## src/strmax_pkg.sv

```systemverilog
// Shared types, constants and helper functions for the sparse-table range-maximum block.
`timescale 1ns / 1ps

package strmax_pkg;

  localparam int KIND_W   = 2;
  localparam int VALUE_W  = 32;
  localparam int POS_W    = 10;
  localparam int STATUS_W = 2;
  localparam int LEN_W    = POS_W + 1;
  localparam int K_W      = 4;

  localparam int DEPTH_DEF  = 1024;
  localparam int LEVELS_DEF = 11;

  localparam logic [KIND_W-1:0] KIND_LOAD  = 2'd0;
  localparam logic [KIND_W-1:0] KIND_QUERY = 2'd1;
  localparam logic [KIND_W-1:0] KIND_CLEAR = 2'd2;

  localparam logic [STATUS_W-1:0] ST_OK   = 2'd0;
  localparam logic [STATUS_W-1:0] ST_FULL = 2'd1;
  localparam logic [STATUS_W-1:0] ST_BAD  = 2'd2;

  // Selects what goes into the result register.
  typedef enum logic [1:0] {
    RES_OK,
    RES_FULL,
    RES_BAD,
    RES_MAX
  } res_sel_e;

  typedef struct packed {
    logic     load_start;
    logic     load_step;
    logic     clear;
    logic     post;
    res_sel_e post_sel;
  } cmd_t;

  typedef struct packed {
    logic full;
    logic query_bad;
    logic issue;
    logic pend;
  } stat_t;

  function automatic logic signed [VALUE_W-1:0] smax(
    input logic signed [VALUE_W-1:0] a,
    input logic signed [VALUE_W-1:0] b
  );
    return (a >= b) ? a : b;
  endfunction

  // Index of the highest set bit of a range length.
  function automatic logic [K_W-1:0] top_bit(input logic [LEN_W-1:0] x);
    logic [K_W-1:0] k;
    k = '0;
    for (int i = 0; i < LEN_W; i++) begin
      if (x[i]) begin
        k = K_W'(i);
      end
    end
    return k;
  endfunction

endpackage

```

## src/strmax_ctrl.sv

```systemverilog
// Controller: sequences loads, queries and clears and owns both handshakes.
`timescale 1ns / 1ps

module strmax_ctrl (
  input  logic                          clk_i,
  input  logic                          rst_ni,
  input  logic                          in_valid_i,
  input  logic [strmax_pkg::KIND_W-1:0] in_kind_i,
  output logic                          in_ready_o,
  output logic                          out_valid_o,
  input  logic                          out_ready_i,
  input  strmax_pkg::stat_t             stat_i,
  output strmax_pkg::cmd_t              cmd_o
);

  localparam logic [1:0] S_IDLE  = 2'd0;
  localparam logic [1:0] S_LOAD  = 2'd1;
  localparam logic [1:0] S_QUERY = 2'd2;

  logic [1:0] state_q;
  logic [1:0] state_d;
  logic       out_valid_q;
  logic       out_valid_d;
  logic       accept;

  assign in_ready_o = (state_q == S_IDLE) && (!out_valid_q || out_ready_i);
  assign accept     = in_valid_i & in_ready_o;

  always_comb begin
    state_d        = state_q;
    cmd_o          = '0;
    cmd_o.post_sel = strmax_pkg::RES_OK;
    unique case (state_q)
      S_IDLE: begin
        if (accept) begin
          unique case (in_kind_i)
            strmax_pkg::KIND_LOAD: begin
              if (stat_i.full) begin
                cmd_o.post     = 1'b1;
                cmd_o.post_sel = strmax_pkg::RES_FULL;
              end else begin
                cmd_o.load_start = 1'b1;
                state_d          = S_LOAD;
              end
            end
            strmax_pkg::KIND_QUERY: begin
              if (stat_i.query_bad) begin
                cmd_o.post     = 1'b1;
                cmd_o.post_sel = strmax_pkg::RES_BAD;
              end else begin
                state_d = S_QUERY;
              end
            end
            strmax_pkg::KIND_CLEAR: begin
              cmd_o.clear = 1'b1;
              cmd_o.post  = 1'b1;
            end
            default: begin
              cmd_o.post = 1'b1;
            end
          endcase
        end
      end
      S_LOAD: begin
        cmd_o.load_step = 1'b1;
        if (!stat_i.issue && !stat_i.pend) begin
          cmd_o.post = 1'b1;
          state_d    = S_IDLE;
        end
      end
      S_QUERY: begin
        cmd_o.post     = 1'b1;
        cmd_o.post_sel = strmax_pkg::RES_MAX;
        state_d        = S_IDLE;
      end
      default: begin
        state_d = S_IDLE;
      end
    endcase
  end

  always_comb begin
    out_valid_d = out_valid_q;
    if (cmd_o.post) begin
      out_valid_d = 1'b1;
    end else if (out_ready_i) begin
      out_valid_d = 1'b0;
    end
  end

  always_ff @(posedge clk_i or negedge rst_ni) begin
    if (!rst_ni) begin
      state_q     <= S_IDLE;
      out_valid_q <= 1'b0;
    end else begin
      state_q     <= state_d;
      out_valid_q <= out_valid_d;
    end
  end

  assign out_valid_o = out_valid_q;

endmodule

```

## config.mk

```make
export PLATFORM = sky130hd
export DESIGN_NAME = strmax_ctrl
export DESIGN_NICKNAME = d
export VERILOG_FILES = /design/src/strmax_pkg.sv /design/src/strmax_ctrl.sv
export SDC_FILE = /design/constraint.sdc
export NUM_CORES = 1
export LEC_CHECK = 0
export BUFFER_PORTS_ARGS = -buffer_cell sky130_fd_sc_hd__buf_2
export CELL_PAD_IN_SITES_DETAIL_PLACEMENT = 0
export CELL_PAD_IN_SITES_GLOBAL_PLACEMENT = 1
export CORE_AREA = 5 5 42 44
export DETAILED_ROUTE_END_ITERATION = 8
export DIE_AREA = 0 0 47 49
export GPL_ROUTABILITY_DRIVEN = 1
export HOLD_SLACK_MARGIN = 0.02
export MAX_ROUTING_LAYER = met4
export PLACE_DENSITY = 0.58
export RECOVER_POWER = 50
export SYNTH_ARGS = -nofsm -noshare
export SYNTH_HDL_FRONTEND = slang
export SYNTH_SLANG_ARGS = --single-unit
```

## constraint.sdc

```tcl
create_clock -name clk_i -period 3.65 [get_ports clk_i]
set_clock_uncertainty 0.15 [all_clocks]
set_input_delay 0.365 -clock clk_i [delete_from_list [all_inputs] [get_ports clk_i]]
set_output_delay 0.365 -clock clk_i [all_outputs]
set_load 0.005 [all_outputs]
```

==> impl_results.rst <==
.. list-table::
   :header-rows: 1

   * - Metric
     - Value
   * - Cell Area, Synth
     - 248 um2
   * - Pins over their slew limit
     - 0
   * - Data arrival at the endpoint of the critical path
     - 1.34 ns
   * - Classification of the worst setup path
     - reg -> out
   * - Count of unique library cells instantiated by Yosys
     - 19
   * - Pin count of the biggest net entering global routing
     - 8
   * - H-Tree Level Count
     - 1
   * - Clock transition at the register clock pins on the worst setup and hold paths after CTS
     - 0.04 ns
   * - Mean routed wirelength per cell
     - 10.9 um
   * - Outcome
     - finished, final reports clean
   * - Required arrival time at the worst endpoint
     - 3.13 ns
   * - Area Overhead vs Synth
     - 53.0%
   * - Top-Level Pins
     - 18
   * - Clock tree from TritonCTS
     - done
   * - Start point of the worst min-delay path
     - stat_i[3]
   * - Post-layout nets
     - 61
   * - Worst reg2reg setup slack
     - about 2.3 ns
   * - Diodes inserted
     - 0
   * - Max Cap Violations
     - 0
   * - Post-synthesis net count
     - 39
   * - Smallest hold slack
     - around 0.23 ns
   * - FF-to-FF End
     - state_q[0]
   * - RSZ-0062 raised after global routing
     - false
   * - Later-pin clock latency in the skew report
     - about 0.23 ns
   * - Clock share of power
     - 0.410
   * - Net switching share of the total power
     - 0.307
   * - Total wire length after detailed routing
     - approximately 700 um
   * - IR Drop Worst-Case VDD
     - about 0.14 mV
   * - Placeable core area
     - 0.00140 mm2
   * - Worst r2r src
     - out_valid_o
   * - Number of clock sinks seen by CTS
     - 3
   * - Number of buffers and inverters on the critical path
     - 1
   * - Number of buffers created by CTS
     - 3
   * - Clock Root Buffer
     - clkbuf_4
   * - FF+latch count, synth
     - 3
   * - Worst path top cell family by delay
     - simple AND/OR/NAND/NOR gates
   * - Wire length of the first global-routing pass
     - 1.08 mm
   * - Std cell rows
     - 14
   * - Logic depth of the worst setup path including buffers
     - 4
   * - Delay of the slowest cell on the worst path
     - 0.38 ns
   * - Critical path peak fanout
     - 6
   * - Vertical die dimension
     - 49 um
   * - Vias in the first global route
     - 275
   * - First drt pass iteration count
     - 2
   * - Total Neg Setup Slack
     - 0 ns
   * - Residual overflow from global routing
     - 0
   * - RePlAce Congestion
     - between 0.6 and 0.7
   * - Vias
     - 299
   * - Max clock buf depth
     - 2
   * - FILL cells
     - 175
   * - Ys Warns
     - 0
   * - Storage element area
     - 75.1 um2
   * - Final number of setup-violating endpoints
     - 0
   * - Final critical path time including I/O delays and setup
     - 1.86 ns
   * - Critical path capture point type
     - primary output
   * - Syn Area/Cell
     - 8.54 um2
   * - Gate power share
     - 0.300
   * - Internal power of the cells
     - approximately 0.0001 W
   * - Worst Hold Class
     - in -> reg
   * - Via density per instance
     - 4.53
   * - Total power
     - 0.000144 W
   * - Sequential share of power
     - 0.291
   * - Layout cells sized above 1
     - 0.420
   * - Worst-Margin Slew
     - 0.280 ns
   * - Post-route core utilization
     - 0.271
   * - Startpoint class of the critical path
     - flop
   * - Number of cells produced by synthesis
     - 29
   * - Worst-case setup margin in the final layout
     - 1.79 ns
   * - Iteration-0 DRC count of the detailed router
     - 1
   * - Final HPWL DP
     - 597 um
   * - Number of antenna violations at the first check in global routing
     - 0
   * - Effective utilization at floorplan
     - 0.177
   * - Crit. Startpoint
     - out_valid_o
   * - Die X
     - between 40 and 50 um
   * - # port buffers
     - 17
   * - DRT antenna net count
     - 0
   * - Gr usage total
     - 0.0723
   * - Worst slack at placement
     - between 1.5 and 2 ns
   * - Full die area
     - approximately 0.0023 mm2
   * - Count of cells resized by post-cts repair
     - 0
   * - Sequential area share after synthesis
     - 0.303
   * - Ratio of final minimum period to clock period
     - 0.509
   * - Worst hold endpoint
     - state_q[0]
   * - Total area of multi-input combinational cells
     - 161 um2
   * - Crit path max-delay cell type
     - dfrtp_1
   * - R2R depth
     - 3
   * - Post-route DRC violation count
     - 0
   * - Power density cells
     - between 300 and 400 mW/mm2
   * - Max transition margin
     - 0.811
   * - Critical-path cell list
     - nand2b_1 -> nand3_1 -> nor3b_1 -> buf_2
   * - Final hold vios
     - 0
   * - Depth of the worst hold-timing path
     - 2
   * - Switching power summed over all nets
     - 0.0000441 W
   * - Static Leakage
     - 0.195 nW
   * - Maximum operating frequency
     - 539 MHz
==> final cells by class <==
cell class / count / area share
Clock buffer: 4 / 0.0693
Inverter: 1 / 0.00990
Multi-Input combinational cell: 24 / 0.426
Sequential cell: 3 / 0.198
Tap cell: 16 / 0.0528
Timing Repair Buffer: 18 / 0.244
==> cell families after synthesis <==
family,Yosys count,share of synthesized area
AOI/OAI and AO/OA,6,0.207
buffers and inverters,2,0.0455
DFF,3,0.303
muxes,1,0.0606
and+or+nand+nor,17,0.384
==> state kept, by name, indices dropped and copies added (netlist names) <==
name,flops
state_q,2
out_valid_o,1
==> power groups by stage <==
stage	clock (W)	sequential [W]	combinational, W
after floorplan	0	0.0000416	0.0000245
after detailed placement	0	0.0000421	0.0000440
after CTS	0.0000611	0.0000418	0.0000450
after global placement	0	0.0000421	0.0000443
final	0.0000588	0.0000417	0.0000431
after global routing	0.0000644	0.0000424	0.0000480
==> cell usage in the layout (no fill, tap or decap), drive strengths merged <==
cell / count
nor3b: 1
nand2: 1
inv: 1
nand2b: 1
dfrtp: 3
nor2b: 2
a21oi: 1
dlygate4sd3: 1
nor2: 6
nor4: 1
nand3: 3
and2b: 1
a41oi: 2
o41ai: 1
and2: 1
clkbuf: 6
buf: 15
o21ai: 1
o2111ai: 1
mux2: 1
==> worst reg2reg max path, cell delays in order, from the launching register on <==
cell,delay (ns)
dfrtp_1,0.38
nand2b_1,0.21
nand3_1,0.19
o41ai_1,0.28
==> how the worst max path moves through the flow <==
stage | endpoint
finish | cmd_o[3]
CTS | cmd_o[3]
global route | cmd_o[5]
global placement | cmd_o[2]
floorplan | cmd_o[2]
detailed placement | cmd_o[2]
==> cells in the mapped netlist <==
cell type,count,area share
nor2b_1,2,0.050
dfrtp_1,3,0.30
a21oi_1,1,0.020
nor2_1,5,0.076
and2b_1,1,0.030
nand2_1,1,0.015
nand2b_1,1,0.025
nor3b_1,1,0.030
o2111ai_2,1,0.061
buf_4,1,0.030
and2_1,1,0.025
inv_1,1,0.015
a41oi_1,2,0.071
nand3_1,3,0.061
o41ai_1,1,0.035
nor4_1,1,0.025
nor2_4,1,0.045
o21ai_0,1,0.020
mux2_4,1,0.061
==> routing by layer <==
layer,share of wire,global-route usage,routed length [um]
met5,0,-,0
met4,0.043,0.0829,31
met3,0.071,0.0258,51
met2,0.50,0.106,360
met1,0.39,0.0618,278
==> stage by stage <==
step                std cells  cell area (um2)
detailed placement         61              345
global placement           61              345
global route               66              379
floorplan                  29              248
CTS                        66              382
finish                     66              379
==> repair_timing <==
item,in CTS,in global routing
endpoints found under the hold margin,3,0
hold buffers,1,0
endpoints found under the setup margin,0,0
setup buffers,0,0
No activity file was read; power rests on OpenSTA's default activity.
